===== src/hw/rtl/bbr_pkg.sv =====
// Box blur package: payload structs, window and tag types, register indexes.
// Shared by bbr_window, bbr_out and the top unit; depends on nothing.
package bbr_pkg;

  localparam int unsigned CfgIdxW  = 2;
  localparam int unsigned CfgDataW = 12;
  localparam int unsigned CoordW   = 11;
  localparam int unsigned SumW     = 12;

  localparam logic [CfgIdxW-1:0] CFG_IMAGE_WIDTH  = 2'd0;
  localparam logic [CfgIdxW-1:0] CFG_IMAGE_HEIGHT = 2'd1;

  localparam logic [CfgDataW-1:0] IMAGE_WIDTH_RESET  = 12'd640;
  localparam logic [CfgDataW-1:0] IMAGE_HEIGHT_RESET = 12'd480;

  // floor(x / 9) == (x * 7282) >> 16 for every x below 2296
  localparam logic [12:0] DIV9_MUL  = 13'd7282;
  localparam int unsigned Div9Shift = 16;

  localparam logic [7:0] ALPHA_OPAQUE = 8'hFF;

  typedef struct packed {
    logic [7:0] red_in;
    logic [7:0] green_in;
    logic [7:0] blue_in;
    logic [7:0] alpha_in;
  } pix_in_t;

  typedef struct packed {
    logic [7:0]        red_out;
    logic [7:0]        green_out;
    logic [7:0]        blue_out;
    logic [7:0]        alpha_out;
    logic [CoordW-1:0] out_col;
    logic [CoordW-1:0] out_row;
    logic              run_last;
    logic              frame_done;
  } pix_out_t;

  typedef struct packed {
    logic [7:0] red;
    logic [7:0] green;
    logic [7:0] blue;
    logic [7:0] alpha;
  } rgba_t;

  typedef struct packed {
    logic [SumW-1:0] red;
    logic [SumW-1:0] green;
    logic [SumW-1:0] blue;
  } sums_t;

  typedef struct packed {
    logic              blur;
    logic              pass;
    logic              frame_end;
    logic [CoordW-1:0] col;
    logic [CoordW-1:0] row;
  } tag_t;

  typedef enum logic [1:0] {
    ST_IDLE,
    ST_BLUR,
    ST_PASS
  } out_state_e;

endpackage


===== src/hw/rtl/bbr_window.sv =====
// Window stage: six window registers, 3x3 channel sums, sum register.
// Depends on bbr_pkg.
module bbr_window (
  input  logic          clk_i,
  input  logic          rst_ni,
  input  logic          restart_i,
  input  logic          adv_i,
  input  logic          b_valid_i,
  input  bbr_pkg::rgba_t b_px_i,
  input  bbr_pkg::rgba_t b_above2_i,
  input  bbr_pkg::rgba_t b_above1_i,
  input  bbr_pkg::tag_t  b_tag_i,
  output logic          c_valid_o,
  output bbr_pkg::sums_t c_sums_o,
  output bbr_pkg::rgba_t c_px_o,
  output bbr_pkg::tag_t  c_tag_o
);
  import bbr_pkg::*;

  rgba_t win_q [6];
  rgba_t win_d [6];
  rgba_t taps [9];
  sums_t sums;
  logic  c_valid_q;
  sums_t c_sums_q;
  rgba_t c_px_q;
  tag_t  c_tag_q;

  always_comb begin
    win_d = win_q;
    if (restart_i) begin
      for (int i = 0; i < 6; i++) begin
        win_d[i] = '0;
      end
    end else if (adv_i && b_valid_i) begin
      win_d[0] = win_q[3];
      win_d[1] = win_q[4];
      win_d[2] = win_q[5];
      win_d[3] = b_above2_i;
      win_d[4] = b_above1_i;
      win_d[5] = b_px_i;
    end
  end

  always_comb begin
    for (int i = 0; i < 6; i++) begin
      taps[i] = win_q[i];
    end
    taps[6] = b_above2_i;
    taps[7] = b_above1_i;
    taps[8] = b_px_i;
    sums = '0;
    for (int i = 0; i < 9; i++) begin
      sums.red   = sums.red   + SumW'(taps[i].red);
      sums.green = sums.green + SumW'(taps[i].green);
      sums.blue  = sums.blue  + SumW'(taps[i].blue);
    end
  end

  always_ff @(posedge clk_i or negedge rst_ni) begin
    if (!rst_ni) begin
      for (int i = 0; i < 6; i++) begin
        win_q[i] <= '0;
      end
      c_valid_q <= 1'b0;
    end else begin
      win_q <= win_d;
      if (adv_i) begin
        c_valid_q <= b_valid_i;
      end
    end
  end

  always_ff @(posedge clk_i) begin
    if (adv_i && b_valid_i) begin
      c_sums_q <= sums;
      c_px_q   <= b_px_i;
      c_tag_q  <= b_tag_i;
    end
  end

  assign c_valid_o = c_valid_q;
  assign c_sums_o  = c_sums_q;
  assign c_px_o    = c_px_q;
  assign c_tag_o   = c_tag_q;

  a_sum_bound: assert property (@(posedge clk_i) disable iff (!rst_ni)
    (c_valid_q && c_tag_q.blur) |->
      (c_sums_q.red <= SumW'(2295) && c_sums_q.green <= SumW'(2295)
       && c_sums_q.blue <= SumW'(2295)))
    else $error("window sum above nine full-scale samples");

  a_restart_clears: assert property (@(posedge clk_i) disable iff (!rst_ni)
    restart_i |=> (win_q[5] == '0 && win_q[2] == '0))
    else $error("window not cleared on restart");

  a_hold_on_stall: assert property (@(posedge clk_i) disable iff (!rst_ni)
    !adv_i |=> $stable(c_valid_q))
    else $error("sum stage moved while stalled");

endmodule


===== config.mk =====
export PLATFORM = sky130hd
export DESIGN_NAME = bbr_window
export DESIGN_NICKNAME = d
export VERILOG_FILES = /design/src/hw/rtl/bbr_pkg.sv /design/src/hw/rtl/bbr_window.sv
export SDC_FILE = /design/constraint.sdc
export NUM_CORES = 1
export LEC_CHECK = 0
export ABC_AREA = 1
export BUFFER_PORTS_ARGS = -buffer_cell sky130_fd_sc_hd__buf_2
export CAP_MARGIN = 5
export CELL_PAD_IN_SITES_DETAIL_PLACEMENT = 1
export CELL_PAD_IN_SITES_GLOBAL_PLACEMENT = 1
export CORE_MARGIN = 10
export CORE_UTILIZATION = 35
export DETAILED_ROUTE_END_ITERATION = 10
export GPL_ROUTABILITY_DRIVEN = 0
export PLACE_DENSITY_LB_ADDON = 0.12
export SYNTH_ARGS = -nofsm -noshare
export SYNTH_HDL_FRONTEND = slang
export SYNTH_SLANG_ARGS = --single-unit

===== constraint.sdc =====
create_clock -name clk_i -period 4.89 [get_ports clk_i]
set_clock_uncertainty 0.1 [all_clocks]
set_input_delay 0.489 -clock clk_i [delete_from_list [all_inputs] [get_ports clk_i]]
set_output_delay 0.489 -clock clk_i [all_outputs]
set_load 0.01 [all_outputs]

**Word-level counts from Yosys, hierarchy flattened**

Index checks and enable logic that the tools add are counted.

- Flip-flop bits (word level): 262
- Input port bits: 126
- Output and inout port bits: 94
- Logic and storage cells: 62

- Add/sub/neg operators: 24
- Multiplexer cells: 2
- Reductions and logical operators: 2

Operators by type and width:

| cell | count |
|---|---|
| 192-bit 2-to-1 mux | 2 |
| 12-bit by 8-bit adder with 12-bit output | 12 |
| 11-bit by 8-bit adder with 12-bit output | 3 |
| 10-bit by 8-bit adder with 11-bit output | 3 |
| 9-bit by 8-bit adder with 10-bit output | 3 |
| 8-bit by 8-bit adder with 9-bit output | 3 |
| 2-bit nonzero test | 1 |
| 1-bit logical AND | 1 |

**Logic depth before layout (Yosys ltp)**

- Word-level depth: 8
- Depth in mapped cells: 18
- Gate-level depth less buffers: 18

**Worst setup path after synthesis**

OpenSTA, ideal clock, no wires.

- Path kind: in2reg
- Start: input b_px_i[10] (netlist bit)
- End: register c_sums_q (netlist bit c_sums_o[10]) (data pin)
- Setup time: 252 ps
- Arrival time: 3593 ps
- Required time: 4538 ps
- Setup slack: 945 ps
- Stages on the path: 16
- Path buffers: 0
- Cells stage by stage: inv_1 -> fa_1 -> inv_1 -> fa_1 -> fa_1 -> inv_1 -> fa_1 -> inv_1 -> ha_1 -> fa_1 -> nand2_1 -> nand2_1 -> nand3_1 -> nand2_1 -> nand2_1 -> nand2_1

RTL lines:

| element | line | RTL |
|---|---|---|
| start, declared | bbr_window.sv:9 | `input bbr_pkg::rgba_t b_px_i,` |
| end signal, assigned | bbr_window.sv:76 | `c_sums_q <= sums;` |
| end, declared | bbr_window.sv:25 | `sums_t c_sums_q;` |

==> impl_metrics.env <==
export IMPL_synth_ff_type="dfrtp_1"
export IMPL_placed_cells=1907
export IMPL_num_vias=8985
export IMPL_p_leak_nw=8.39
export IMPL_grt_pass1_vias=10633
export IMPL_setup_viol=0
export IMPL_layout_cells_non_filler=2011
export IMPL_cts_made_buffers=29
export IMPL_cp_required_ns=5.11
export IMPL_clk_path_buf_depth=3
export IMPL_synth_nets=1540
export IMPL_start_kind="input port"
export IMPL_grt_max_degree=103
export IMPL_slew_headroom=0.330
export IMPL_ys_ff_latch=238
export IMPL_drv_cap=0
export IMPL_cts_root_buf="clkbuf_16"
export IMPL_fin_crit_ns=4.33
export IMPL_synth_area_per_cell_sq_um=11.8
export IMPL_critPathMaxStageDelay_ns=0.54
export IMPL_fp_dieW_um=222
export IMPL_start_util=0.357
export IMPL_firstDrtPassIters=4
export IMPL_hpwl_um=23400
export IMPL_tightest_slew_ns=1.01
export IMPL_die_area_sq_um=49300
export IMPL_mostFrequentLayoutCells="inv_1 (346), buf_2 (202), fa_1 (162), dfrtp_1 (145), nand3_1 (101)"
export IMPL_synth_distinct_cells=29
export IMPL_grt_first_pass_wirelength_um=55900
export IMPL_die_height_um=222
export IMPL_cts_resized_gates=0
export IMPL_synth_edff_count=93
export IMPL_portBuffers=203
export IMPL_path_clk_slew_ns=0.06
export IMPL_power_per_cell_area_nw_per_um2=382
export IMPL_cpMostUsedCell="inv_1"
export IMPL_yosysWarnings=0
export IMPL_async_flop_share=0.609
export IMPL_viasPerCell=4.47
export IMPL_area_growth_pct=19.9
export IMPL_path_buf_inv=8
export IMPL_worstPathCellList="dlygate4sd3_1 -> buf_2 -> inv_1 -> fa_1 -> inv_1 -> fa_1 -> fa_1 -> inv_1 -> fa_1 -> inv_1 -> ha_1 -> inv_1 -> fa_1 -> inv_1 -> nand2_1 -> nand2_1 -> nand3_1 -> nand3_1 -> nand2_1"
export IMPL_ant_nets=0
export IMPL_cp_top_family="adder cells"
export IMPL_clock_fmax_ghz=0.231
export IMPL_overflow=0
export IMPL_synthesis_area_sq_um=14300
export IMPL_cts_tree="yes"
export IMPL_n_antenna_cell=0
export IMPL_coreArea_sq_um=40000
export IMPL_status="finished, final reports clean"
export IMPL_drive_gt1_frac=0.244
export IMPL_crit_type="in -> reg"
export IMPL_wl_per_cell_um=16.3
export IMPL_layout_cells_most_common="inv_1"
export IMPL_htreeDepth=1
export IMPL_fin_crit_sh=0.886
export IMPL_cp_slowest_cell="dlygate4sd3_1"
export IMPL_rows=73
export IMPL_rsz0062_at_grt="false"
export IMPL_hp_class="in -> reg"
export IMPL_syn_instance_count=1213
export IMPL_clk_latency_ns=0.56
export IMPL_hold_viol=0
export IMPL_pin_count=220
export IMPL_wl_um=32800
export IMPL_peakVddDrop_mv=0.221
export IMPL_antenna_found_initial=2
export IMPL_slew_viol_final=0
export IMPL_drtIter0Drc=408
export IMPL_crit_fanout=3
export IMPL_grt_total_usage=0.137
export IMPL_cts_sinks=238
export IMPL_crit_arrival_ns=4.55
export IMPL_critPathCaptureType="register"
export IMPL_drc=0
export IMPL_final_nets=1790
export IMPL_yosysSeqAreaShare=0.450
export IMPL_fin_setup_tns_ns=0
[synth_stat cells, types with 8 or more instances]
| library cell | n | area (sq um) |
|---|---|---|
| a21oi_1 | 9 | 45.0 |
| buf_2 | 10 | 50.1 |
| buf_4 | 8 | 60.1 |
| buf_6 | 14 | 158 |
| dfrtp_1 | 145 | 3630 |
| edfxtp_1 | 93 | 2790 |
| fa_1 | 162 | 3240 |
| ha_1 | 39 | 488 |
| inv_1 | 346 | 1300 |
| nand2_1 | 96 | 360 |
| nand3_1 | 101 | 505 |
| nor2_1 | 10 | 37.5 |
| o21ai_1 | 26 | 130 |
| o21ai_2 | 50 | 438 |
| o22ai_2 | 60 | 751 |
[metrics by stage]
stage / total power [W] / instance area, sq um / hold WS (ns) / util / setup WS, ns
finish: 0.00654 / 17100 / 0.0374 / 0.428 / 0.558
CTS: 0.00671 / 17100 / 0.00471 / 0.428 / 0.554
detailed placement: 0.00453 / 15700 / 0.411 / 0.393 / 0.539
global route: 0.00713 / 17100 / 0.0000584 / 0.428 / 0.353
floorplan: 0.00390 / 14300 / 0.0934 / - / 0.945
global placement: 0.00448 / 15700 / 0.404 / 0.393 / 0.557
[sequential cells by signal (all words and copies together) (netlist names)]
signal,flops
c_px_o,32
c_sums_o,36
c_tag_o,25
c_valid_o,1
taps,144
[report_power, final]
part           total, W  switching, W  internal (W)
clock network   0.00208      0.000860       0.00122
registers       0.00238     0.0000543       0.00233
logic           0.00208       0.00126      0.000826
[layer usage]
metal / up-vias / GRT usage / share of wire
li1: 4266 / - / -
met2: 136 / 0.240 / 0.51
met4: 4 / 0.0265 / 0.016
met5: - / 0 / 0.00064
met3: 38 / 0.0302 / 0.043
met1: 4541 / 0.169 / 0.43
[final cells by class]
cell class	count	area, sq um
repair buffers	258	1560
fillers	4373	22900
well taps	525	657
inverters	348	1310
flip-flops and latches	238	6420
clock buffers	42	785
multi-input cells	588	6280
clock inverters	12	119
[kinds of logic after synthesis]
logic type      after synthesis  share of synthesized area
xor+xnor                      9                    0.00552
buf+inv                     387                      0.112
flops                       238                      0.450
simple gates                221                     0.0708
compound gates              157                      0.101
fa+ha+maj                   201                      0.261
[worst register-to-register path, delay by kind of cell (launching register included)]
family / cells / cell delay (ns)
adders and majority gates: 6 / 2.62
buffers and inverters: 4 / 0.26
DFF: 1 / 0.40
and+or+nand+nor: 5 / 0.50
[what timing repair did]
action | CTS | global route
buffers inserted | 0 | 0
hold buffers | 50 | 0
hold endpoints to repair | 70 | 0
[final timing paths]
check                                            from                     end  slack, ns  depth (start not counted)
worst max-delay path                       b_px_i[18]  c_sums_o[22]$_DFFE_PP_       0.56                         19
min in group asynchronous                      rst_ni   taps[120]$_DFFE_PN0P_       0.50                          2
worst min register to register  c_valid_o$_DFFE_PN0P_   c_valid_o$_DFFE_PN0P_       0.41                          2
max in group asynchronous                      rst_ni   taps[246]$_DFFE_PN0P_       2.93                          3
worst min-delay path                       b_px_i[29]    c_px_o[29]$_DFFE_PP_       0.04                          1
worst max register to register  taps[218]$_DFFE_PN0P_  c_sums_o[34]$_DFFE_PP_       0.77                         15
Power figures use the tool's default switching activity.
