[config.mk]
export PLATFORM = sky130hd
export DESIGN_NAME = bbr_out
export DESIGN_NICKNAME = d
export VERILOG_FILES = /design/src/hw/rtl/bbr_pkg.sv /design/src/hw/rtl/bbr_out.sv
export SDC_FILE = /design/constraint.sdc
export NUM_CORES = 1
export LEC_CHECK = 0
export ABC_AREA = 1
export BUFFER_PORTS_ARGS = -buffer_cell sky130_fd_sc_hd__buf_2
export CAP_MARGIN = 20
export CORE_MARGIN = 2
export CORE_UTILIZATION = 54
export CTS_CLUSTER_DIAMETER = 60
export DETAILED_ROUTE_END_ITERATION = 10
export GPL_ROUTABILITY_DRIVEN = 0
export GPL_TIMING_DRIVEN = 0
export PLACE_DENSITY = 0.79
export SKIP_CTS_REPAIR_TIMING = 1
export SYNTH_ARGS = -nofsm -noshare
export SYNTH_HDL_FRONTEND = slang
export SYNTH_SLANG_ARGS = --single-unit
[constraint.sdc]
create_clock -name clk_i -period 6.5 [get_ports clk_i]
set_input_delay 0.325 -clock clk_i [delete_from_list [all_inputs] [get_ports clk_i]]
set_output_delay 0.325 -clock clk_i [all_outputs]
set_load 0.05 [all_outputs]
[src/hw/rtl/bbr_pkg.sv]
// Box blur package: payload structs, window and tag types, register indexes.
// Shared by bbr_window, bbr_out and the top unit; depends on nothing.
package bbr_pkg;

  localparam int unsigned CfgIdxW  = 2;
  localparam int unsigned CfgDataW = 12;
  localparam int unsigned CoordW   = 11;
  localparam int unsigned SumW     = 12;

  localparam logic [CfgIdxW-1:0] CFG_IMAGE_WIDTH  = 2'd0;
  localparam logic [CfgIdxW-1:0] CFG_IMAGE_HEIGHT = 2'd1;

  localparam logic [CfgDataW-1:0] IMAGE_WIDTH_RESET  = 12'd640;
  localparam logic [CfgDataW-1:0] IMAGE_HEIGHT_RESET = 12'd480;

  // floor(x / 9) == (x * 7282) >> 16 for every x below 2296
  localparam logic [12:0] DIV9_MUL  = 13'd7282;
  localparam int unsigned Div9Shift = 16;

  localparam logic [7:0] ALPHA_OPAQUE = 8'hFF;

  typedef struct packed {
    logic [7:0] red_in;
    logic [7:0] green_in;
    logic [7:0] blue_in;
    logic [7:0] alpha_in;
  } pix_in_t;

  typedef struct packed {
    logic [7:0]        red_out;
    logic [7:0]        green_out;
    logic [7:0]        blue_out;
    logic [7:0]        alpha_out;
    logic [CoordW-1:0] out_col;
    logic [CoordW-1:0] out_row;
    logic              run_last;
    logic              frame_done;
  } pix_out_t;

  typedef struct packed {
    logic [7:0] red;
    logic [7:0] green;
    logic [7:0] blue;
    logic [7:0] alpha;
  } rgba_t;

  typedef struct packed {
    logic [SumW-1:0] red;
    logic [SumW-1:0] green;
    logic [SumW-1:0] blue;
  } sums_t;

  typedef struct packed {
    logic              blur;
    logic              pass;
    logic              frame_end;
    logic [CoordW-1:0] col;
    logic [CoordW-1:0] row;
  } tag_t;

  typedef enum logic [1:0] {
    ST_IDLE,
    ST_BLUR,
    ST_PASS
  } out_state_e;

endpackage

[src/hw/rtl/bbr_out.sv]
// Output stage: divide-by-nine multiply, result register, result sequencer.
// Depends on bbr_pkg.
module bbr_out (
  input  logic               clk_i,
  input  logic               rst_ni,
  input  logic               c_valid_i,
  input  bbr_pkg::sums_t      c_sums_i,
  input  bbr_pkg::rgba_t      c_px_i,
  input  bbr_pkg::tag_t       c_tag_i,
  input  logic               out_stall_i,
  output logic               out_valid_o,
  output bbr_pkg::pix_out_t   out_data_o,
  output logic               adv_o
);
  import bbr_pkg::*;

  localparam int unsigned ProdW = SumW + $bits(DIV9_MUL);

  logic [ProdW-1:0] prod_r, prod_g, prod_b;
  rgba_t      blur_px;
  out_state_e state_q, state_d;
  rgba_t      d_blur_q, d_px_q;
  tag_t       d_tag_q;
  logic       last;
  logic       load;

  always_comb begin
    prod_r  = ProdW'(c_sums_i.red)   * ProdW'(DIV9_MUL);
    prod_g  = ProdW'(c_sums_i.green) * ProdW'(DIV9_MUL);
    prod_b  = ProdW'(c_sums_i.blue)  * ProdW'(DIV9_MUL);
    blur_px.red   = prod_r[Div9Shift +: 8];
    blur_px.green = prod_g[Div9Shift +: 8];
    blur_px.blue  = prod_b[Div9Shift +: 8];
    blur_px.alpha = ALPHA_OPAQUE;
  end

  assign last  = (state_q == ST_PASS) || (state_q == ST_BLUR && !d_tag_q.pass);
  assign adv_o = (state_q == ST_IDLE) || (!out_stall_i && last);
  assign load  = adv_o && c_valid_i;

  always_comb begin
    state_d = state_q;
    unique case (state_q)
      ST_IDLE: state_d = ST_IDLE;
      ST_BLUR: begin
        if (!out_stall_i) begin
          state_d = d_tag_q.pass ? ST_PASS : ST_IDLE;
        end
      end
      ST_PASS: begin
        if (!out_stall_i) begin
          state_d = ST_IDLE;
        end
      end
      default: state_d = ST_IDLE;
    endcase
    if (load) begin
      priority if (c_tag_i.blur) begin
        state_d = ST_BLUR;
      end else if (c_tag_i.pass) begin
        state_d = ST_PASS;
      end else begin
        state_d = ST_IDLE;
      end
    end
  end

  always_ff @(posedge clk_i or negedge rst_ni) begin
    if (!rst_ni) begin
      state_q <= ST_IDLE;
    end else begin
      state_q <= state_d;
    end
  end

  always_ff @(posedge clk_i) begin
    if (load) begin
      d_blur_q <= blur_px;
      d_px_q   <= c_px_i;
      d_tag_q  <= c_tag_i;
    end
  end

  assign out_valid_o = (state_q != ST_IDLE);

  always_comb begin
    unique case (state_q)
      ST_BLUR: begin
        out_data_o.red_out    = d_blur_q.red;
        out_data_o.green_out  = d_blur_q.green;
        out_data_o.blue_out   = d_blur_q.blue;
        out_data_o.alpha_out  = d_blur_q.alpha;
        out_data_o.out_col    = d_tag_q.col - CoordW'(1);
        out_data_o.out_row    = d_tag_q.row - CoordW'(1);
        out_data_o.run_last   = !d_tag_q.pass;
        out_data_o.frame_done = 1'b0;
      end
      default: begin
        out_data_o.red_out    = d_px_q.red;
        out_data_o.green_out  = d_px_q.green;
        out_data_o.blue_out   = d_px_q.blue;
        out_data_o.alpha_out  = d_px_q.alpha;
        out_data_o.out_col    = d_tag_q.col;
        out_data_o.out_row    = d_tag_q.row;
        out_data_o.run_last   = 1'b1;
        out_data_o.frame_done = d_tag_q.frame_end;
      end
    endcase
  end

  a_done_is_last: assert property (@(posedge clk_i) disable iff (!rst_ni)
    (out_valid_o && out_data_o.frame_done) |-> out_data_o.run_last)
    else $error("frame end flagged on a non-final result");

  a_blur_then_pass: assert property (@(posedge clk_i) disable iff (!rst_ni)
    (state_q == ST_BLUR && d_tag_q.pass && !out_stall_i) |=> state_q == ST_PASS)
    else $error("border result dropped after blurred result");

  a_adv_free: assert property (@(posedge clk_i) disable iff (!rst_ni)
    adv_o |-> (state_q == ST_IDLE || !out_stall_i))
    else $error("pipeline advanced over a stalled result");

endmodule

### Word level (Yosys, flattened, before mapping)

Cells that the tools add are included.

* logic and storage cells: 39
* register bits: 82
* bits of input ports: 97
* output and inout bits: 58

* reduce and logical (&&, ||, !) cells: 10
* add/subtract/negate cells: 2
* multiply operators: 3
* eq/ne operators: 4
* mux-type cells: 8

Operators with widths (number)
* $mul A12 B12 Y23 const B: 3
* $mux W56: 1
* $sub A11 B1 Y11 const B: 2
* $mux W2: 6
* $ne A3 B3 Y1 const B: 2
* $pmux W2 S2: 1
* $logic_and A1 B1 Y1: 3
* $eq A2 B1 Y1 const B: 1
* $eq A2 B2 Y1 const B: 1
* $logic_not A1 Y1: 2
* $logic_not A2 Y1: 1
* $logic_or A1 B1 Y1: 2
* $reduce_and A2 Y1: 1
* $reduce_bool A2 Y1: 1

### Logic depth before layout (Yosys ltp)

* depth after elaboration: 8
* gate-level depth with buffers: 20

### Least setup slack after synthesis

No wires, ideal clock.

* path kind: reg2reg
* start point: reg state_q[1]
* end point: reg state_q[1]
* setup slack: -1.081 ns
* library setup time: 0.141 ns
* arrival: 7.440 ns
* stages on the path, launching flop included: 6
* clock period less this slack: 7.581 ns
* cell sequence: dfrtp_1 inv_1 nand2_1 a21boi_0 o21a_1 o21ai_0

* word-level cells in the longest chain between the ends: 8
* elaborated cells between the ends (all ways): 13

Ends and longest elaborated chain
* start: declaration: RTL line bbr_out.sv:21 `out_state_e state_q, state_d;`
* start signal: assignment: RTL line bbr_out.sv:72 `state_q <= state_d;`
* $eq A2 B1 Y1: RTL line bbr_out.sv:37 `assign last = (state_q == ST_PASS) || (state_q == ST_BLUR && !d_tag_q.pass);`
* $logic_and A1 B1 Y1: RTL line bbr_out.sv:37
* $logic_or A1 B1 Y1: RTL line bbr_out.sv:37
* $logic_and A1 B1 Y1: RTL line bbr_out.sv:38 `assign adv_o = (state_q == ST_IDLE) || (!out_stall_i && last);`
* $logic_or A1 B1 Y1 (*): RTL line bbr_out.sv:38
* $logic_and A1 B1 Y1 (*): RTL line bbr_out.sv:39 `assign load = adv_o && c_valid_i;`
* net load: RTL line bbr_out.sv:25 `logic load;`
* $ne A3 B3 Y1 (no source line)
* $reduce_and A2 Y1 (no source line)

The timed path passes the listed nets; every way through them passes the cells marked *.
A chain may end at the register's enable or synchronous reset.

### Worst setup path after layout

* start point: in c_sums_i[13] in the netlist's numbering
* end point: reg d_blur_q[22] in the netlist's numbering, data pin

* word-level cells in the longest chain between the ends: 1

Ends and longest elaborated chain
* start: declaration: RTL line bbr_out.sv:7 `input bbr_pkg::sums_t c_sums_i,`
* $mul A12 B12 Y23: RTL line bbr_out.sv:29 `prod_g = ProdW'(c_sums_i.green) * ProdW'(DIV9_MUL);`
* net prod_g[22]: RTL line bbr_out.sv:19 `logic [ProdW-1:0] prod_r, prod_g, prod_b;`
* end signal: assignment: RTL line bbr_out.sv:78 `d_blur_q <= blur_px;`
* end: declaration: RTL line bbr_out.sv:22 `rgba_t d_blur_q, d_px_q;`

The timed path passes the listed nets, and every way through them passes these cells.

==> metrics <==
synth-to-layout area growth 13.6%; fin util 0.626; DP HPWL 19.3 mm; share of layout cells above drive strength 1 0.148; top cell type's share of synthesized area 0.244; r2r setup slk 4.50 ns; post-synthesis xor/xnor area fraction 0.0254; Clock Latency Late Sink 0.33 ns; TritonCTS clock tree built; non-filler cells, final 1588; clock period minus final worst setup slack 4.26 ns; Ys Warns 0; Post-synth EDFFs 80; Ports 155; WS Path Type input pin to flop; CP peak stage delay 0.54 ns; dominant cells by area after synthesis ha_1 24%, edfxtp_1 23%, fa_1 17%; R2R cell count 4; synthesized cell area 10300 µm²; dpl cells 1569; status complete, no violations; die area 20300 µm²; most used cell, CP inv_1; syn_area_per_cell 8.78 µm²; RSZ-0062 raised after global routing false; LEAKAGE 6.53 nW; Power per Cell Area 409 nW/µm²; asr flop ratio synth 0.0244; Compound-Gate Fraction of Synth Area 0.0548; syn_nets 1565; crit path launch c_sums_i[13]; main combinational cell family by area after synthesis adder cells; Setup violations, final 0; cell count after synthesis 1179; dpl ws 1.89 ns; post-synthesis simple-gate area fraction 0.180; cts bufs inserted 9; final setup TNS 0 ns; Layout Nets 1733; CP Launch Type input pin; std cell rows 50; total number of vias 8075; GRT Util Overall 0.221; Fin Clk Skew 0.00525 ns; commonest non-fill, non-tap cells in the layout 283 x nand2_1, 237 x inv_1, 202 x ha_1; Clock Sink Count 82; Slew headroom 0.434; CP max FO 4; Die Y 142 µm; Vias/cell 5.09; Seq cells post-synth 82; initial core utilization 0.551; CTS max path bufs 2; reg2reg start state_q[1]; Fmax achieved 235 MHz; Crit. End Element flop; Slew @ Worst Pin 0.846 ns; global-route wire length before repair 35.8 mm; Synth area leader ha_1; antenna violations before repair 2; number of fill cells 1621; Routed WL per cell 13.8 µm; Port Buffers 154; First-pass DRT Iterations 5; Power Total 4.81 mW; post-synth cell types 35; fraction of synthesized area in multiplexers 0; worst path arrival time 4.35 ns; Hold Vio Cnt, Final 0; critical-path cell list buf_2, inv_1, fa_1, inv_1, ha_1, inv_1, fa_1, inv_1, fa_1, inv_1, fa_1, inv_1, ha_1, a21oi_1, a21boi_0, nand2_1, nand2_1, nand2_1, nand2_1, nand2_1; commonest non-fill, non-tap cell in the layout nand2_1; Primary FF master, synth edfxtp_1; setup slack after layout 2.24 ns; DR iter-0 viols 480; GRT overflow 0; final WL 21.8 mm; H-Tree Depth 3; number of max-cap violations 0; clock-pin slew on the worst setup and hold paths 0.06 ns; largest net degree at the start of global routing 33; die width 142 µm; post-synthesis sequential area ratio 0.237; Critical R2R Capture d_px_q[31]; area share of fa/ha/maj cells after synthesis 0.413; Reg area 2450 µm²; Critical Path RT 6.59 ns; Tcrit/Tclk final 0.655; post-route ant nets 0; Critical Path End d_blur_q[22]; Core Area 18800 µm²; CTS root buf clkbuf_16; Hold Path Class input pin to flop; maximum vdd drop 0.176 mV; CP max stage cell fa_1; vias in the first global route 7946; area occupied by multi-input gates 6980 µm²; residual DRC count 0; Pins Over Slew Limit 0
flip-flops by register name (all words and copies together) (netlist names):
signal	cells
d_tag_q	24
d_px_q	32
d_blur_q	24
state_q	2
cells by family after synthesis:
family | count (synthesis)
adders and majority gates | 289
AOI/OAI and AO/OA | 95
buffers and inverters | 245
DFF | 82
xor gates and xnor gates | 30
and+or+nand+nor | 438
cell type report:
type	instances	share of cell area
antenna	2	0.000426
buffer	7	0.00298
clock buffer	10	0.0195
clock inverter	6	0.00447
inverter	238	0.0760
multi-input combinational	852	0.593
sequential	82	0.209
tap	234	0.0249
timing repair buffer	157	0.0698
metrics by stage:
stage	cell area, µm²	hold WS, ns
floorplan	10300	0.0294
global placement	11400	0.115
detailed placement	11500	0.115
CTS	11700	-0.243
global route	11800	0.149
finish	11800	0.165
report_power, final:
| group | internal, mW | switching, mW | leakage [nW] |
|---|---|---|---|
| clock network | 0.263 | 0.211 | 0.131 |
| registers | 0.787 | 0.0355 | 0.790 |
| logic | 1.26 | 2.25 | 5.61 |
| total | 2.31 | 2.50 | 6.53 |
worst max-delay path: cells and delay by family:
kind            cells  cell delay (ns)
buf+inv             7             0.45
simple gates        5             0.36
compound gates      2             0.47
fa+ha+maj           6             2.75
synth_stat cells (2+ instances only):
cell	n
nand2_1	283
inv_1	237
ha_1	202
fa_1	87
edfxtp_1	80
nor2_1	63
nand3_1	42
a21oi_1	39
xor2_1	22
o21ai_0	17
or2_2	12
a21o_1	11
nand4_1	10
o21bai_1	8
xnor2_1	8
nor3_1	7
a21boi_0	6
o21a_1	6
a31oi_1	5
clkbuf_1	5
nand3b_1	5
nor2_2	3
nor3_2	3
o31ai_1	3
dfrtp_1	2
nand3_2	2
nor2_4	2
nor3b_1	2
metal layers:
metal / vias up / global-route usage / share of wire
met3: 22 / 0.0262 / 0.045
met4: 0 / 0.0532 / 0.015
met2: 174 / 0.402 / 0.50
met5: - / 0 / 0
met1: 3760 / 0.280 / 0.44
li1: 4119 / - / -
worst min path at each step:
stage	startpoint	end	slack, ns	cells past startpoint
2_1_floorplan	rst_ni	state_q[0]	0.03	0
3_3_place_gp	rst_ni	state_q[0]	0.11	1
3_5_place_dp	rst_ni	state_q[1]	0.12	1
4_1_cts	rst_ni	state_q[0]	-0.24	1
5_1_grt	c_tag_i[22]	d_tag_q[22]	0.15	1
6_report	c_px_i[30]	d_px_q[30]	0.16	1
Power figures use the tool's default switching activity.
